==> src/rtl/mma_pkg.sv <==
// Shared types and constants for the 4x4 fixed-point matrix multiply-accumulate block.
`default_nettype none

package mma_pkg;

    // Default matrix dimension and fraction bits of the Q format
    localparam int DIM_DEF       = 4;
    localparam int FRAC_BITS_DEF = 16;

    // Width of one matrix element
    localparam int VAL_W = 32;

    // Depth of the job queue between front and back
    localparam int QUEUE_DEPTH = 2;

    // One completed operand matrix handed to the back
    typedef struct packed {
        logic restart;
    } mma_job_t;

    // Queue fill status seen by the front
    typedef struct packed {
        logic empty;
        logic full;
    } mma_queue_status_t;

    // Back status seen by the front
    typedef struct packed {
        logic opnd_busy;
    } mma_back_status_t;

endpackage

`default_nettype wire

==> src/rtl/mma_front.sv <==
// Front end: accepts operand requests, fills the operand store and queues product jobs.
`default_nettype none

module mma_front
    import mma_pkg::*;
#(
    parameter int DIM   = DIM_DEF,
    parameter int POS_W = 4
) (
    input  wire                          aclk,
    input  wire                          aresetn,
    input  wire                          s_valid,
    output logic                         s_ready,
    input  wire  [POS_W-1:0]             s_position,
    input  wire  [VAL_W-1:0]             s_element_value,
    input  wire                          s_restart,
    input  mma_queue_status_t            q_status,
    output logic                         q_push,
    output mma_job_t                     q_job,
    input  mma_back_status_t             back_status,
    input  wire  [$clog2(DIM)-1:0]       rd_col,
    output logic [DIM-1:0][VAL_W-1:0]    col_data
);

    localparam int NELEM = DIM * DIM;

    // Operand store, organized by column so the back reads one column at a time
    logic [DIM-1:0][VAL_W-1:0] opnd_reg [DIM];
    logic                      pending_reg;

    logic accept;
    logic in_range;
    logic complete;

    // Hold requests while a job waits or the back still reads the operand
    assign s_ready  = q_status.empty & ~q_status.full & ~back_status.opnd_busy;
    assign accept   = s_valid & s_ready;
    assign in_range = {1'b0, s_position} < (POS_W+1)'(NELEM);
    assign complete = accept & (s_position == POS_W'(NELEM - 1));

    // Write the element into its slot
    always_ff @(posedge aclk) begin
        for (int c = 0; c < DIM; c++) begin
            for (int r = 0; r < DIM; r++) begin
                if (accept && in_range && (s_position == POS_W'(r * DIM + c))) begin
                    opnd_reg[c][r] <= s_element_value;
                end
            end
        end
    end

    // Track a restart mark until the matrix completes
    always_ff @(posedge aclk) begin
        if (!aresetn) begin
            pending_reg <= 1'b0;
        end else if (complete) begin
            pending_reg <= 1'b0;
        end else if (accept && s_restart) begin
            pending_reg <= 1'b1;
        end
    end

    // Queue a product job on the last position
    assign q_push        = complete;
    assign q_job.restart = pending_reg | s_restart;

    // Column read for the back
    assign col_data = opnd_reg[rd_col];

endmodule

`default_nettype wire

==> config.mk <==
export PLATFORM = sky130hd
export DESIGN_NAME = mma_front
export DESIGN_NICKNAME = d
export VERILOG_FILES = /design/src/rtl/mma_pkg.sv /design/src/rtl/mma_front.sv
export SDC_FILE = /design/constraint.sdc
export NUM_CORES = 1
export LEC_CHECK = 0
export BUFFER_PORTS_ARGS = -buffer_cell sky130_fd_sc_hd__buf_2
export CORE_MARGIN = 5
export CORE_UTILIZATION = 40
export CTS_BUF_LIST = sky130_fd_sc_hd__clkbuf_8
export CTS_CLUSTER_DIAMETER = 120
export CTS_CLUSTER_SIZE = 30
export DETAILED_ROUTE_END_ITERATION = 8
export GPL_TIMING_DRIVEN = 0
export RECOVER_POWER = 100
export SLEW_MARGIN = 15
export SYNTH_ARGS = -nofsm -noshare
export SYNTH_HDL_FRONTEND = slang
export SYNTH_SLANG_ARGS = --single-unit
==> constraint.sdc <==
create_clock -name aclk -period 4.3 [get_ports aclk]
set_input_delay 0.43 -clock aclk [delete_from_list [all_inputs] [get_ports aclk]]
set_output_delay 0.43 -clock aclk [all_outputs]
set_load 0.005 [all_outputs]
# Word level (Yosys, flattened, before mapping)
# Memory sizes are Yosys's and may differ from the RTL's.
# Index checks and enable logic that the tools add are counted.
classes:
  n_reduce_logical: 22
  muxes: 41
  bitwise: 8
  eq_ne: 15
ops:
  columns: ["op", "n"]
  rows:
  - ["$mux 128", 3]
  - ["$reduce_or 128->1", 3]
  - ["$eq 4x4->1 const B", 8]
  - ["$mux 1", 32]
  - ["$logic_and 1x1->1", 17]
  - ["$eq 4x3->1 const B", 4]
  - ["$mux 4", 3]
  - ["$eq 4x2->1 const B", 2]
  - ["$mux 2", 3]
  - ["$and 1x1->1", 4]
  - ["$eq 4x1->1 const B", 1]
  - ["$logic_not 4->1", 1]
  - ["$not 1->1", 3]
  - ["$reduce_or 2->1", 1]
  - ["$or 1x1->1", 1]
word_totals:
  mem_count: 1
  input_bits: 45
  ramBits: 512
  reg_bits: 1
memory_table:
  columns: ["name", "words", "word_bits", "read_ports", "rd_clocked_by_memory_dff", "wr", "line", "rtl"]
  rows:
  - ["opnd_reg", 4, 128, 1, 0, 1, "mma_front.sv:28", "logic [DIM-1:0][VAL_W-1:0] opnd_reg [DIM];"]

# Logic depth before layout (Yosys ltp)
logic_depth:
  word_depth: 11
  ltp_mapped: 3

# Least setup slack after synthesis
# OpenSTA, ideal clock, no wires.
synth_path:
  kind: "input port to flip-flop"
  start: "in back_status"
  end: "mem opnd_reg[2][0] (netlist bit) (enable)"
  required_ps: 3839
  setup_ps: 461
  setup_slack_ps: 714
  path_stages: 3
  arrival_time_ps: 3124
  cell_sequence: "and4bb_1 -> nand3b_1 -> nor3_1"
synth_between:
  elab_chain_len: 10
  elab_cells_between_ends: 51
synth_rtl:
  columns: ["element", "line", "rtl"]
  rows:
  - ["start: declaration", "mma_front.sv:20", "input mma_back_status_t back_status,"]
  - ["$not 1->1 *", "mma_front.sv:36", "assign s_ready = q_status.empty & ~q_status.full & ~back_status.opnd_busy;"]
  - ["$and 1x1->1 *", "mma_front.sv:36", null]
  - ["$and 1x1->1 *", "mma_front.sv:37", "assign accept = s_valid & s_ready;"]
  - ["$logic_and 1x1->1", "mma_front.sv:45", "if (accept && in_range && (s_position == POS_W'(r * DIM + c))) begin"]
  - ["$mux 1", "mma_front.sv:45", null]
  - ["$mux 1 (implied by the code)", "mma_front.sv:46", "opnd_reg[c][r] <= s_element_value;"]
  - ["$reduce_or 128->1 (no line)", null, null]
  - ["$mux 2 (no line) / $mux 4 (equally long branches) (3 in series)", null, null]
  - ["end: declaration", "mma_front.sv:28", null]
# Every way passes the cells marked *; elsewhere a longest branch is shown, timed or not.

# Worst setup path in the final report
layout_path:
  start: "in q_status[0] (netlist bit)"
  end: "mem opnd_reg[2][47] (netlist bit) (enable)"
layout_between:
  elab_chain_len: 11
  elab_cells_between_ends: 52
layout_rtl:
  columns: ["element", "line", "rtl"]
  rows:
  - ["start: declaration", "mma_front.sv:17", "input mma_queue_status_t q_status,"]
  - ["$not 1->1 *", "mma_front.sv:36", null]
  - ["$and 1x1->1 * (2 in series)", "mma_front.sv:36", null]
  - ["$and 1x1->1 *", "mma_front.sv:37", null]
  - ["$logic_and 1x1->1", "mma_front.sv:45", null]
  - ["$mux 1", "mma_front.sv:45", null]
  - ["$mux 1 (implied by the code)", "mma_front.sv:46", null]
  - ["$reduce_or 128->1 (no line)", null, null]
  - ["$mux 2 (no line) / $mux 4 (equally long branches) (3 in series)", null, null]
# Marks and branches as above.

==> results.json <==
{
  "htreeDepth": 1,
  "finalPower_mw": 7.76,
  "slowest_delay_ps": 1300,
  "crit_start": "q_status[0]",
  "clock-sinks": 513,
  "power_leakage_nw": 6.25,
  "cts_made_buffers": 21,
  "hold_path.class": "in2reg",
  "n_fill_cell": 3929,
  "overflow": 0,
  "synthDistinctLibCells": 21,
  "critPathTopFamily": "simple AND/OR/NAND/NOR gates",
  "vias": 8080,
  "period_minus_slack_ps": 3310,
  "antenna_cells": 0,
  "yosysSeqAreaShare_pct": 82.7,
  "die_h_um": 226,
  "gp_congestion": 0.670,
  "ys_ff_latch": 513,
  "dieArea_um2": 51000,
  "stdcell_area_um2": 20700,
  "drv_slew": 187,
  "reg2reg_from": "pending_reg",
  "final_util_pct": 44.6,
  "fin_skew_ps": 0,
  "ir_drop_mv": 0.292,
  "grt_pass1_vias": 8349,
  "coreArea_um2": 46300,
  "arrival_ps": 3550,
  "clockBufferDepth": 3,
  "clk_latency_ps": 610,
  "worst_pin_slew_ps": 2030,
  "rsz0062_at_grt": "false",
  "required_ps": 4530,
  "path_buf_inv": 2,
  "grt_usage_pct": 15.5,
  "drtAntennaViolNets": 0,
  "setup_ws_ps": 988,
  "totalWireLength_mm": 40.0,
  "ctsRootBufferMaster": "clkbuf_8",
  "timing.rr.end": "pending_reg",
  "grt_antenna_before_repair": 1,
  "drc_errors": 0,
  "largest_register_ffs": 512,
  "timing.critical_path.to": "opnd_reg[2][47]",
  "syn_to_final_growth_pct": 10.9,
  "relSlewSlack_pct": -35.7,
  "setup_viol": 0,
  "grt_pass1_wl_mm": 58.0,
  "start_util_pct": 40.3,
  "layout-drive-gt1-share_pct": 26.5,
  "crit_path_max_fanout": 17,
  "status": "complete, but fails checks",
  "cp-start-kind": "primary input",
  "post-dp-hpwl_mm": 26.5,
  "synth_warnings": 0,
  "post_cts_resized": 0,
  "io_buffers": 173,
  "powerDensity_nw_per_um2": 376,
  "synth_nets": 743,
  "layout.nets": 966,
  "cts_tree": "built",
  "final_cell_mix": "512 x edfxtp_1, 133 x clkbuf_1, 128 x mux4_2, 75 x buf_2, 21 x clkbuf_8",
  "fmax_mhz": 302,
  "die_x_um": 226,
  "end_kind": "flop",
  "placed_area_um2": 20800,
  "cts_hold_buf": 0,
  "drtIter0Drc": 590,
  "cp_slowest_cell": "nor2_1",
  "routed_via_density": 5.27,
  "io_pins": 176,
  "syn_area_per_cell_um2": 26.7,
  "syn_area_um2": 18600,
  "path_class": "in2reg",
  "drt_first_pass_iters": 5,
  "finalHoldViolations": 0,
  "crit_cells": 5,
  "period_share_pct": 77.0,
  "post_drt_wl_per_cell_um": 26.1,
  "path_cells": "buf_2 > and4bb_1 > nand3b_1 > nor2_1 > clkbuf_1",
  "final_common_cell": "edfxtp_1",
  "grt_start_max_net_pins": 35,
  "dpl_worst_slack_ps": 1370,
  "postCtsSetupBuffers": 0,
  "num_rows": 79,
  "ff2ff_path_depth": 2,
  "path_clk_slew_ps": 170,
  "maxCapViolCount": 11,
  "failed_checks": "capacitance limit, slew limit",
  "synthCells": 698,
  "r2r_setup_slack_ps": 3660
}
routing by layer:
metal	up-vias	part of all wire, %	track usage (%)
met4	2	0.74	2.25
met2	222	49	25.4
met1	4405	45	23.0
met3	20	5.5	2.51
li1	3431	-	-
met5	-	0.032	0
worst register-to-register path, stage by stage (launching register included):
cell	delay [ps]
dfxtp_1	350
a21oi_1	110
nor3b_1	60
power breakdown:
group | leakage (nW) | internal, mW | switching [mW]
Combinational | 1.44 | 0.165 | 0.233
Clock | 0.200 | 0.472 | 1.38
Sequential | 4.61 | 5.51 | 0.00383
Total | 6.25 | 6.15 | 1.61
worst min path at each step:
stage               slack, ps           to   startpoint  cells after the start
floorplan                 490  pending_reg  pending_reg                      2
global placement          500  pending_reg  pending_reg                      2
detailed placement        510  pending_reg  pending_reg                      2
CTS                         3  pending_reg      aresetn                      2
global route               20  pending_reg      aresetn                      2
finish                     60  pending_reg      aresetn                      2
cells by family (layout without fill, tap and decap cells):
family / after synthesis / count (layout) / share of synthesized area (%)
AOI/OAI and AO/OA: 1 / 1 / 0.0269
DFF: 513 / 513 / 82.7
and+or+nand+nor: 28 / 28 / 0.853
muxes: 128 / 128 / 15.5
buffers and inverters: 28 / 257 / 0.961
final cells by class:
type,instances,area (um^2),share of cell area (%)
Tap cell,607,759,3.68
Sequential cell,513,15400,74.5
Buffer,28,166,0.806
Timing Repair Buffer,200,945,4.57
Clock inverter,8,56.3,0.273
Clock buffer,21,289,1.40
Multi-Input combinational cell,157,3040,14.7
synthesized netlist by cell type:
master    instances  share of area [%]
buf_6             2               0.12
buf_4            11               0.44
nand2_1           1              0.020
and3_1            1              0.034
nand2b_1          2              0.067
nand3b_1          2              0.081
and3_2            1              0.040
dfxtp_1           1               0.11
nand3_1           1              0.027
edfxtp_1        512                 83
buf_2            14               0.38
nor3b_1           2              0.081
nor2_1           11               0.22
mux4_2          128                 15
or3b_1            1              0.047
a21oi_1           1              0.027
clkbuf_1          1              0.020
nor3_2            1              0.054
nor3_1            3              0.081
and4bb_1          1              0.067
or2_2             1              0.034
per-stage QoR:
stage	hold slack, ps	TNS [ps]	cells
6_report	59.0	0	1534
5_1_grt	15.8	0	1534
4_1_cts	3.17	0	1534
3_5_place_dp	506	0	1505
3_3_place_gp	498	-281630	1478
2_1_floorplan	486	0	698
Power figures use the tool's default switching activity.
