--- src/rtl/mma_pkg.sv ---
// Shared types and constants for the 4x4 fixed-point matrix multiply-accumulate block.
`default_nettype none

package mma_pkg;

    // Default matrix dimension and fraction bits of the Q format
    localparam int DIM_DEF       = 4;
    localparam int FRAC_BITS_DEF = 16;

    // Width of one matrix element
    localparam int VAL_W = 32;

    // Depth of the job queue between front and back
    localparam int QUEUE_DEPTH = 2;

    // One completed operand matrix handed to the back
    typedef struct packed {
        logic restart;
    } mma_job_t;

    // Queue fill status seen by the front
    typedef struct packed {
        logic empty;
        logic full;
    } mma_queue_status_t;

    // Back status seen by the front
    typedef struct packed {
        logic opnd_busy;
    } mma_back_status_t;

endpackage

`default_nettype wire

--- src/rtl/mma_job_queue.sv ---
// Short job queue that decouples the front from the back.
`default_nettype none

module mma_job_queue
    import mma_pkg::*;
(
    input  wire               aclk,
    input  wire               aresetn,
    input  wire               push,
    input  mma_job_t          push_job,
    input  wire               pop,
    output mma_job_t          pop_job,
    output mma_queue_status_t status
);

    localparam int DEPTH = QUEUE_DEPTH;
    localparam int PTR_W = (DEPTH > 1) ? $clog2(DEPTH) : 1;
    localparam int CNT_W = $clog2(DEPTH + 1);

    mma_job_t           slot_reg [DEPTH];
    logic [PTR_W-1:0]   wr_ptr_reg;
    logic [PTR_W-1:0]   rd_ptr_reg;
    logic [CNT_W-1:0]   count_reg;

    logic do_push;
    logic do_pop;

    assign status.empty = (count_reg == '0);
    assign status.full  = (count_reg == CNT_W'(DEPTH));
    assign do_push      = push & ~status.full;
    assign do_pop       = pop & ~status.empty;
    assign pop_job      = slot_reg[rd_ptr_reg];

    // Store a pushed job
    always_ff @(posedge aclk) begin
        if (do_push) begin
            slot_reg[wr_ptr_reg] <= push_job;
        end
    end

    // Advance pointers and fill count
    always_ff @(posedge aclk) begin
        if (!aresetn) begin
            wr_ptr_reg <= '0;
            rd_ptr_reg <= '0;
            count_reg  <= '0;
        end else begin
            if (do_push) begin
                wr_ptr_reg <= (wr_ptr_reg == PTR_W'(DEPTH - 1)) ? '0 : wr_ptr_reg + 1'b1;
            end
            if (do_pop) begin
                rd_ptr_reg <= (rd_ptr_reg == PTR_W'(DEPTH - 1)) ? '0 : rd_ptr_reg + 1'b1;
            end
            if (do_push && !do_pop) begin
                count_reg <= count_reg + 1'b1;
            end else if (do_pop && !do_push) begin
                count_reg <= count_reg - 1'b1;
            end
        end
    end

`ifndef ASSERT_OFF
    a_no_overflow: assert property (@(posedge aclk) disable iff (!aresetn)
        push |-> !status.full)
        else $error("job pushed into a full queue");
`endif

endmodule

`default_nettype wire

--- config.mk ---
export PLATFORM = sky130hd
export DESIGN_NAME = mma_job_queue
export DESIGN_NICKNAME = d
export VERILOG_FILES = /design/src/rtl/mma_pkg.sv /design/src/rtl/mma_job_queue.sv
export SDC_FILE = /design/constraint.sdc
export NUM_CORES = 1
export LEC_CHECK = 0
export ABC_AREA = 1
export BUFFER_PORTS_ARGS = -buffer_cell sky130_fd_sc_hd__buf_2
export CAP_MARGIN = 20
export CORE_AREA = 2 2 39 41
export CTS_BUF_LIST = sky130_fd_sc_hd__clkbuf_16
export DETAILED_ROUTE_END_ITERATION = 16
export DIE_AREA = 0 0 41 43
export GPL_ROUTABILITY_DRIVEN = 0
export SLEW_MARGIN = 25
export SYNTH_ARGS = -nofsm -noshare
export SYNTH_HDL_FRONTEND = slang
export SYNTH_SLANG_ARGS = --single-unit
--- constraint.sdc ---
create_clock -name aclk -period 1.6 [get_ports aclk]
set_clock_uncertainty 0.1 [all_clocks]
set_input_delay 0.4 -clock aclk [delete_from_list [all_inputs] [get_ports aclk]]
set_output_delay 0.4 -clock aclk [all_outputs]
set_load 0.005 [all_outputs]
# ---- Word level (Yosys, flattened, before mapping)
# Memory sizes are Yosys's and may differ from the RTL's. A register that Yosys moved wholly into a read port is not among the register bits.
# Cells that the tools add are included.
dict set report op_classes {
  add_sub_neg 4
  eq_ne 1
  mux 8
  bitwise_logic 4
  reduce_logical 6
}
# op count
set op_table {}
lappend op_table {{two-way mux 1 bit} 6}
lappend op_table {{two-way mux 2 bit} 2}
lappend op_table {{adder 1 bit (second input constant)} 2}
lappend op_table {{adder 2 x 1 -> 2 bit (second input constant)} 1}
lappend op_table {{bitwise AND 1 bit} 2}
lappend op_table {{equality test 2 bit (second input constant)} 1}
lappend op_table {{logical AND 1 bit} 2}
lappend op_table {{logical NOT 1 bit} 2}
lappend op_table {{logical NOT 2 bit} 1}
lappend op_table {{inverter 1 bit} 2}
lappend op_table {{nonzero test 2 bit} 1}
lappend op_table {{subtractor 2 x 1 -> 2 bit (second input constant)} 1}
dict set report word_totals {
  regBits 4
  ram_bits 2
  in_bits 5
  out_inout_bits 3
  word_cells 27
  mem_count 1
}
# name depth width read_ports rd_ports_with_merged_regs write_ports line
set mem_list {}
lappend mem_list {slot_reg 2 1 1 1 1 mma_job_queue.sv:20} ;# mma_job_t slot_reg [DEPTH];

# ---- Logic depth before layout (Yosys ltp)
# Gate-level depths: netlist (run 1).
dict set report depth {
  ltp_word 7
  ltp_mapped 10
  mapped_depth_nobuf 10
}

# ---- Worst setup path after synthesis (run 1)
# OpenSTA, ideal clock, no wires.
dict set report synth_timing {
  path_type {reg-to-reg}
  from {register count_reg[0]}
  to {register count_reg[1]}
  arrival_ps 1212
  path_slack_ps 224
  stages_incl_launch_ff 10
  cell_sequence {dfxtp_1 -> nor2_1 -> nor2_2 -> inv_1 -> ha_1 -> inv_1 -> nand3_1 -> nand2_1 -> inv_1 -> nor2_1}
}
# item line
set synth_rtl {}
lappend synth_rtl {{start: declaration} mma_job_queue.sv:23} ;# logic [CNT_W-1:0] count_reg;
lappend synth_rtl {{start signal: assignment} mma_job_queue.sv:55} ;# count_reg <= count_reg + 1'b1;
lappend synth_rtl {{start signal: assignment} mma_job_queue.sv:57} ;# count_reg <= count_reg - 1'b1;

==> flow_summary_export.csv, run 1 <==
group,metric,value,unit
route,wl,566,um
final_layout,multi_input_area,125.1,um2
timing,worst_slew_pin_slew,0.1679,ns
synth,synth_top_family_by_area,"simple AND/OR/NAND/NOR gates",
min_path,hold_path.class,"input pin to flip-flop",
power_and_ir_drop,p_per_area,2051,nW/um2
floorplanning,fp.dieH,43,um
placement,dpl.hpwl,422,um
final_layout,layout-drive-gt1-share,0.3208,
synth,synth_compound_area_frac,0.07451,
setup_path,cp-start-kind,"flip-flop",
power_and_ir_drop,p_leak,0.2292,nW
timing,relSlewSlack,0.8876,
floorplanning,initial_core_util,0.2306,
placement,io_buffers,7,
timing,hold_viol_final,0,
timing,worst_slack,0.1256,ns
synth,syn_area,319.1,um2
placement,place_ws,0.08449,ns
power_and_ir_drop,switching_share,0.2859,
synth,synth-seq-cells,7,
synth,netlist_instances,41,
synth,yosysUniqueCellTypes,14,
global_route,grt_first_pass_wirelength,924,um
floorplanning,die_area,1763,um2
cts,path_clk_slew,0.04,ns
synth,synthXorXnorAreaFrac,0,
power_and_ir_drop,seqPwrFrac,0.291,
route,wire_per_inst,8.203,um
global_route,track_usage,0.08669,
final_layout,area_delta_synth_final,45.10,%
route,drc,0,
synth,postSynthAreaPerCell,7.782,um2
setup_path,critical_path_buf_inv_count,1,
floorplanning,core,1384,um2
setup_path,crit_chain,"mux2_2 > buf_2",
synth,synth-simple-area-share,0.2431,
final_layout,register_area,162.7,um2
cts,cts_max_path_buffers,2,
timing,setup_violations,0,
route,ant_nets,0,
power_and_ir_drop,combPwrFrac,0.271,
route,vias,281,
timing,fin_crit_sh,0.9215,
job,maxCapViolCount,0,
setup_path,cp_max_fo,1,
synth,syn-num-nets,47,
route,drt-initial-drc-count,3,
cts,cts.sinks,7,
floorplanning,pin_count,8,
cts,clk_latency,0.23,ns
global_route,grt_pass1_vias,258,
power_and_ir_drop,p_int,0.6779,mW
final_layout,layout.nets,60,
cts,cts_tree,"yes",
timing,fmax,678.2,MHz
cts,cts_buffers,3,
timing,finalSetupTns,0,ns
synth,muxShareOfSynthArea,0.03529,
final_layout,antenna_cells,0,
setup_path,crit_family,"multiplexers",
power_and_ir_drop,switching_power,0.2714,mW
floorplanning,rows,14,
route,first_pass_iters,4,
timing,finalMaxSlewViolations,0,
synth,yosys_warnings,0,
setup_path,cp.required,1.10,ns
global_route,grt_start_max_net_pins,6,
setup_path,critPathCaptureType,"output pin",
setup_path,critPathSlowestCell,"mux2_2",
timing,grt_setup_unrepaired,"false",
floorplanning,die_w,41,um
final_layout,fillers,158,
power_and_ir_drop,pwr-share-clk,0.437,
synth,synth-adder-area-share,0.03922,
synth,synth_seq_area_share,0.5020,
cts,htree_num_levels,1,
cts,cts_root_buffer,"clkbuf_16",
setup_path,worstPathArrival,0.97,ns
setup_path,max_stage_delay,0.32,ns
power_and_ir_drop,peakVddDrop,0.9370,mV
status,status,"finished, final reports clean",
global_route,antenna_found_initial,0,
global_route,grt_overflow,0,
timing,period_needed,1.474,ns
route,vias_per_cell,4.072,
setup_path,critPathKind,"flip-flop to output pin",
[metrics by stage]
step                      cells  cell area [um2]  power (mW)    util  hold WS (ns)
after detailed placement     64            374.1      0.5240  0.2703        0.3943
after global routing         69            462.9       1.031  0.3345        0.2580
after CTS                    68            452.9      0.9514  0.3273        0.2611
after global placement       64            374.1      0.5155  0.2703        0.3830
final                        69            462.9      0.9493  0.3345        0.2634
after floorplan              41            319.1      0.4527       -        0.3669
[power by group through the flow]
stage / sequential, mW / clock [mW] / combinational (mW)
after global routing: 0.285 / 0.446 / 0.301
after CTS: 0.272 / 0.428 / 0.251
after detailed placement: 0.274 / 0 / 0.250
after floorplan: 0.267 / 0 / 0.186
after global placement: 0.274 / 0 / 0.241
final: 0.276 / 0.415 / 0.258
[area by class of cell]
cell class | count | area share
Inverter | 9 | 0.07297
Multi-Input combinational cell | 25 | 0.2703
Clock buffer | 3 | 0.1622
Clock inverter | 1 | 0.008108
Tap cell | 16 | 0.04324
Sequential cell | 7 | 0.3514
Timing Repair Buffer | 8 | 0.09189
[cells in the mapped netlist (all sizes together)]
| cell type | n | share of area |
|---|---|---|
| a21oi | 1 | 0.016 |
| dfxtp | 5 | 0.31 |
| edfxtp | 2 | 0.19 |
| ha | 1 | 0.039 |
| inv | 9 | 0.11 |
| mux2 | 1 | 0.035 |
| nand2 | 6 | 0.071 |
| nand3 | 1 | 0.016 |
| nand4 | 1 | 0.020 |
| nor2 | 11 | 0.14 |
| o21ai | 3 | 0.059 |
[routing by layer]
layer	up-vias	global-route usage	part of all wire
met4	0	0.08000	0.018
met5	-	0	0
met2	6	0.1063	0.49
met3	2	0.07853	0.094
li1	151	-	-
met1	122	0.08143	0.39
[cells in the final DEF, fill, tap and decap left out, drive strengths merged]
| master | Yosys | final |
|---|---|---|
| buf | 0 | 8 |
| nand3 | 1 | 1 |
| a21oi | 1 | 1 |
| edfxtp | 2 | 2 |
| ha | 1 | 1 |
| nor2 | 11 | 11 |
| mux2 | 1 | 1 |
| nand2 | 6 | 6 |
| o21ai | 3 | 3 |
| dfxtp | 5 | 5 |
| nand4 | 1 | 1 |
| inv | 9 | 10 |
| clkbuf | 0 | 3 |
[worst paths after layout]
| path | start | end | slack, ns | depth (start not counted) |
|---|---|---|---|---|
| setup reg to reg | count_reg[1] | count_reg[1] | 0.15 | 9 |
| setup / recovery | flip-flop | pop_job | 0.13 | 2 |
| hold reg to reg | count_reg[0] | count_reg[0] | 0.40 | 2 |
| hold / removal | push_job | slot_reg[0] | 0.26 | 1 |
[timing repair]
item                                    4_1_cts  5_1_grt
setup buffers                                 0        1
gates resized for setup                       0        2
endpoints found under the hold margin         0        0
hold buffers                                  0        0
endpoints found under the setup margin        0        1
[cell families after synthesis]
group / after synthesis
compound gates: 4
fa+ha+maj: 1
buf+inv: 9
flops: 7
mux: 1
simple gates: 19
No activity file was read; power rests on OpenSTA's default activity.
==> run 2, diff against run 1 <==
==> constraint.sdc (replaced) <==
create_clock -name aclk -period 1.4 [get_ports aclk]
set_clock_uncertainty 0.1 [all_clocks]
set_input_delay 0.35 -clock aclk [delete_from_list [all_inputs] [get_ports aclk]]
set_output_delay 0.35 -clock aclk [all_outputs]
set_load 0.005 [all_outputs]
==> flow_summary_export.csv, run 2 (same netlist as run 1, synthesis figures left out) <==
group,metric,value,unit
timing,hold_ws,0.2115,ns
setup_path,critPathSlowestCell,"edfxtp_1",
timing,finalMaxSlewViolations,0,
route,drc,0,
final_layout,final_common_cell,"nor2_1",
route,vias_per_cell,4.095,
global_route,track_usage,0.09879,
power_and_ir_drop,peakVddDrop,0.9331,mV
floorplanning,rows,14,
status,failed_checks,"setup timing",
setup_path,critical_path_buf_inv_count,1,
cts,postCtsHoldBufs,0,
route,drt-initial-drc-count,2,
cts,cts_root_buffer,"clkbuf_16",
cts,cts_max_path_buffers,2,
floorplanning,pin_count,8,
cts,clk_latency,0.23,ns
global_route,grt_start_max_net_pins,5,
route,wire_per_inst,7.865,um
timing,worst_slack,-0.01979,ns
setup_path,crit_chain,"mux2_4 > buf_6",
timing,period_needed,1.420,ns
cts,cts_buffers,3,
cts,htree_num_levels,1,
setup_path,cp.required,0.95,ns
timing,relSlewSlack,0.9035,
power_and_ir_drop,p_per_area,2313,nW/um2
power_and_ir_drop,p_leak,0.2576,nW
setup_path,critPathCaptureType,"output pin",
floorplanning,die_area,1763,um2
setup_path,max_stage_delay,0.35,ns
placement,io_buffers,7,
setup_path,crit_family,"flip-flops",
setup_path,cp-start-kind,"flip-flop",
placement,postPlaceCellArea,411.6,um2
final_layout,area_delta_synth_final,65.88,%
final_layout,layout.nets,65,
min_path,hold_path.class,"input pin to flip-flop",
floorplanning,fp.dieH,43,um
global_route,grt_overflow,0,
timing,fmax,704.3,MHz
floorplanning,core,1384,um2
timing,worst_slew_pin_slew,0.1432,ns
global_route,grt_pass1_vias,236,
job,maxCapViolCount,0,
timing,grt_setup_unrepaired,"true",
final_layout,antenna_cells,0,
timing,setup_violations,1,
route,vias,303,
setup_path,critPathKind,"flip-flop to output pin",
cts,cts.sinks,7,
status,status,"finished with violations",
global_route,antenna_found_initial,0,
route,wl,582,um
route,ant_nets,0,
global_route,grt_first_pass_wirelength,959,um
final_layout,final_cell_mix,"8 x nor2_1, 6 x inv_1, 6 x nand2_1, 6 x buf_2, 6 x buf_4",
setup_path,worstPathArrival,0.97,ns
placement,dpl.hpwl,430.8,um
cts,path_clk_slew,0.04,ns
timing,fin_crit_sh,1.014,
final_layout,finish.instance_area,529.3,um2
cts,cts_tree,"yes",
floorplanning,initial_core_util,0.2306,
final_layout,layout-drive-gt1-share,0.5000,
timing,hold_viol_final,0,
route,first_pass_iters,2,
floorplanning,die_w,41,um
setup_path,cp_max_fo,1,
-- run 2: where the power goes --
group          leakage (nW)  internal (mW)  total, mW  switching, mW
Clock                0.0423          0.371      0.476          0.105
Sequential           0.0611          0.277      0.320         0.0423
Combinational         0.154          0.228      0.429          0.201
-- run 2: worst paths after layout --
check,endpoint,startpoint,slack [ns],depth (start not counted)
max,pop_job,slot_reg[0],-0.02,2
max reg2reg,count_reg[1],count_reg[1],0.08,9
min,slot_reg[1],push_job,0.21,1
min reg2reg,flip-flop,rd_ptr_reg,0.40,2
-- run 2: final cells by class --
cell class / count / area, um2
clock inverter: 1 / 3.754
clock buffer: 3 / 75.07
tap: 16 / 20.02
fill: 134 / 854.6
timing repair buffer: 13 / 86.33
inverter: 9 / 33.78
multi-input combinational: 25 / 146.4
sequential: 7 / 163.9
-- run 2: metal layers --
metal / vias up / share of wire / GRT usage
met5: - / 0 / 0
met2: 7 / 0.41 / 0.08438
met4: 0 / 0.064 / 0.1200
met1: 130 / 0.44 / 0.1140
met3: 5 / 0.088 / 0.09424
li1: 161 / - / -
-- run 2: metrics by stage --
stage          std cells  setup TNS [ns]  setup WS, ns  utilization  power [mW]
2_1_floorplan         41               0       0.02442            -      0.5174
3_3_place_gp          69        -0.02090      -0.02090       0.2975      0.6670
3_5_place_dp          69        -0.02600      -0.02600       0.2975      0.6703
4_1_cts               73        -0.02944      -0.02944       0.3680       1.197
5_1_grt               74        -0.08177      -0.06327       0.3825       1.329
6_report              74        -0.01979      -0.01979       0.3825       1.224
-- run 2: timing repair --
item / in CTS / in global routing
setup endpoints to repair: 3 / 3
buffers inserted: 0 / 1
pin swaps: 0 / 2
cloned: 0 / 0
gates resized for setup: 4 / 7
-- run 2: worst register-to-register path, cell delays in order, from the launching register on --
cell     delay [ns]
dfxtp_2        0.34
inv_2          0.05
o21ai_2        0.16
inv_2          0.07
ha_4           0.27
inv_2          0.03
nand3_1        0.06
nand2_1        0.05
inv_1          0.04
nor2_1         0.03
==> run 3, diff against run 2 <==
--- a/config.mk
+++ b/config.mk
@@ -13,6 +13,7 @@
 export DETAILED_ROUTE_END_ITERATION = 16
 export DIE_AREA = 0 0 41 43
 export GPL_ROUTABILITY_DRIVEN = 0
+export SKIP_LAST_GASP = 1
 export SLEW_MARGIN = 25
 export SYNTH_ARGS = -nofsm -noshare
 export SYNTH_HDL_FRONTEND = slang
==> flow_summary_export.csv, run 3 (same netlist as run 1, synthesis figures left out) <==
group,metric,value,unit
floorplanning,die_w,41,um
cts,clk_latency,0.23,ns
timing,finalMaxSlewViolations,0,
route,first_pass_iters,2,
route,vias_per_cell,4.082,
cts,cts_max_path_buffers,2,
global_route,grt_start_max_net_pins,5,
setup_path,critical_path_buf_inv_count,1,
global_route,top_usage_layer,"met4",
route,vias,298,
cts,cts.sinks,7,
timing,grt_setup_unrepaired,"true",
status,failed_checks,"setup timing",
final_layout,register_area,163.9,um2
timing,setup_violations,2,
min_path,hold_path.class,"input pin to flip-flop",
setup_path,cp_max_fo,1,
final_layout,layout-drive-gt1-share,0.4912,
min_path,hp-start,"push_job",
final_layout,instances_no_fill,73,
global_route,grt.met3_usage,0.09424,
setup_path,crit_chain,"mux2_4 > buf_6",
cts,cts_buffers,3,
timing,worst_slew_pin_slew,0.1431,ns
floorplanning,fp.dieH,43,um
floorplanning,pin_count,8,
cts,cts_tree,"yes",
setup_path,cp.required,0.95,ns
final_layout,area_delta_synth_final,68.63,%
final_layout,multi_input_area,158.9,um2
setup_path,crit_family,"flip-flops",
placement,postPlaceCellArea,411.6,um2
final_layout,layout.nets,64,
setup_path,critPathCaptureType,"output pin",
placement,io_buffers,7,
placement,dpl.cell_count,69,
global_route,grt_pass1_vias,242,
placement,dpl.hpwl,430.8,um
setup_path,critPathSlowestCell,"edfxtp_1",
final_layout,final_common_cell,"nor2_1",
power_and_ir_drop,power,1.266,mW
setup_path,critPathKind,"flip-flop to output pin",
global_route,use_met2,0.08750,
route,ant_nets,0,
setup_path,max_stage_delay,0.35,ns
route,drt-initial-drc-count,6,
setup_path,startpoint,"slot_reg[0]",
job,maxCapViolCount,0,
status,status,"finished with violations",
floorplanning,initial_core_util,0.2306,
timing,fin_crit_sh,1.014,
timing,worst_slack,-0.01971,ns
timing,period_needed,1.420,ns
placement,place_ws,-0.02600,ns
power_and_ir_drop,p_leak,0.2554,nW
cts,path_clk_slew,0.03,ns
global_route,antenna_found_initial,0,
setup_path,rr_startpoint,"count_reg[1]",
floorplanning,rows,14,
setup_path,cp-start-kind,"flip-flop",
route,wire_per_inst,8.767,um
power_and_ir_drop,p_per_area,2353,nW/um2
power_and_ir_drop,peakVddDrop,0.9282,mV
final_layout,final_cell_mix,"8 x nor2_1, 6 x inv_1, 6 x nand2_1, 6 x buf_2",
final_layout,antenna_cells,0,
route,wl,640,um
global_route,grt_overflow,0,
global_route,use_met1,0.1140,
global_route,grt_first_pass_wirelength,972,um
timing,hold_viol_final,0,
cts,htree_num_levels,1,
floorplanning,die_area,1763,um2
timing,relSlewSlack,0.9036,
timing,fmax,704.4,MHz
floorplanning,core,1384,um2
global_route,track_usage,0.09980,
route,drc,0,
final_layout,fillers,136,
setup_path,worstPathArrival,0.97,ns
cts,cts_root_buffer,"clkbuf_16",
final_layout,finish.instance_area,538.0,um2
## run 3: changes by cell type in the layout (fill, tap and decap cells not counted), sizes merged
cell / previous run / this run
buf: 13 / 12
## run 3: report_power, final
group	leakage, nW	total, mW	switching [mW]	internal [mW]
clock network	0.0423	0.476	0.105	0.371
registers	0.0611	0.324	0.0464	0.277
logic	0.152	0.467	0.228	0.239
total	0.255	1.27	0.379	0.887
## run 3: per-layer routing
| layer | wire length [um] | up-vias |
|---|---|---|
| li1 | - | 160 |
| met1 | 274 | 126 |
| met2 | 277 | 7 |
| met3 | 51 | 5 |
| met4 | 37 | 0 |
| met5 | 0 | - |
## run 3: final cells by class
type                    count  area share
clock inverters             1    0.006977
well taps                  16     0.03721
inverters                   9     0.06279
flip-flops and latches      7      0.3047
clock buffers               3      0.1395
repair buffers             12      0.1535
multi-input cells          25      0.2953
## run 3: metrics by stage
step,hold slack [ns],util,TNS [ns]
after floorplan,0.3489,-,0
after global placement,0.3856,0.2975,-0.02090
after detailed placement,0.3879,0.2975,-0.02600
after CTS,0.2057,0.3653,-0.03270
after global routing,0.2077,0.3888,-0.1061
final,0.2115,0.3888,-0.02782
## run 3: path summary, 6_finish.rpt
kind	end	slack [ns]	cells after the start
setup / recovery	pop_job	-0.02	2
setup reg to reg	count_reg[1]	0.08	9
hold reg to reg	flip-flop	0.40	2
hold / removal	slot_reg[1]	0.21	1
## run 3: repair_timing
action | CTS | global route
buffers inserted | 0 | 0
hold buffers | 0 | 0
pin swaps | 0 | 4
endpoints found under the setup margin | 3 | 3
gates resized for setup | 3 | 11
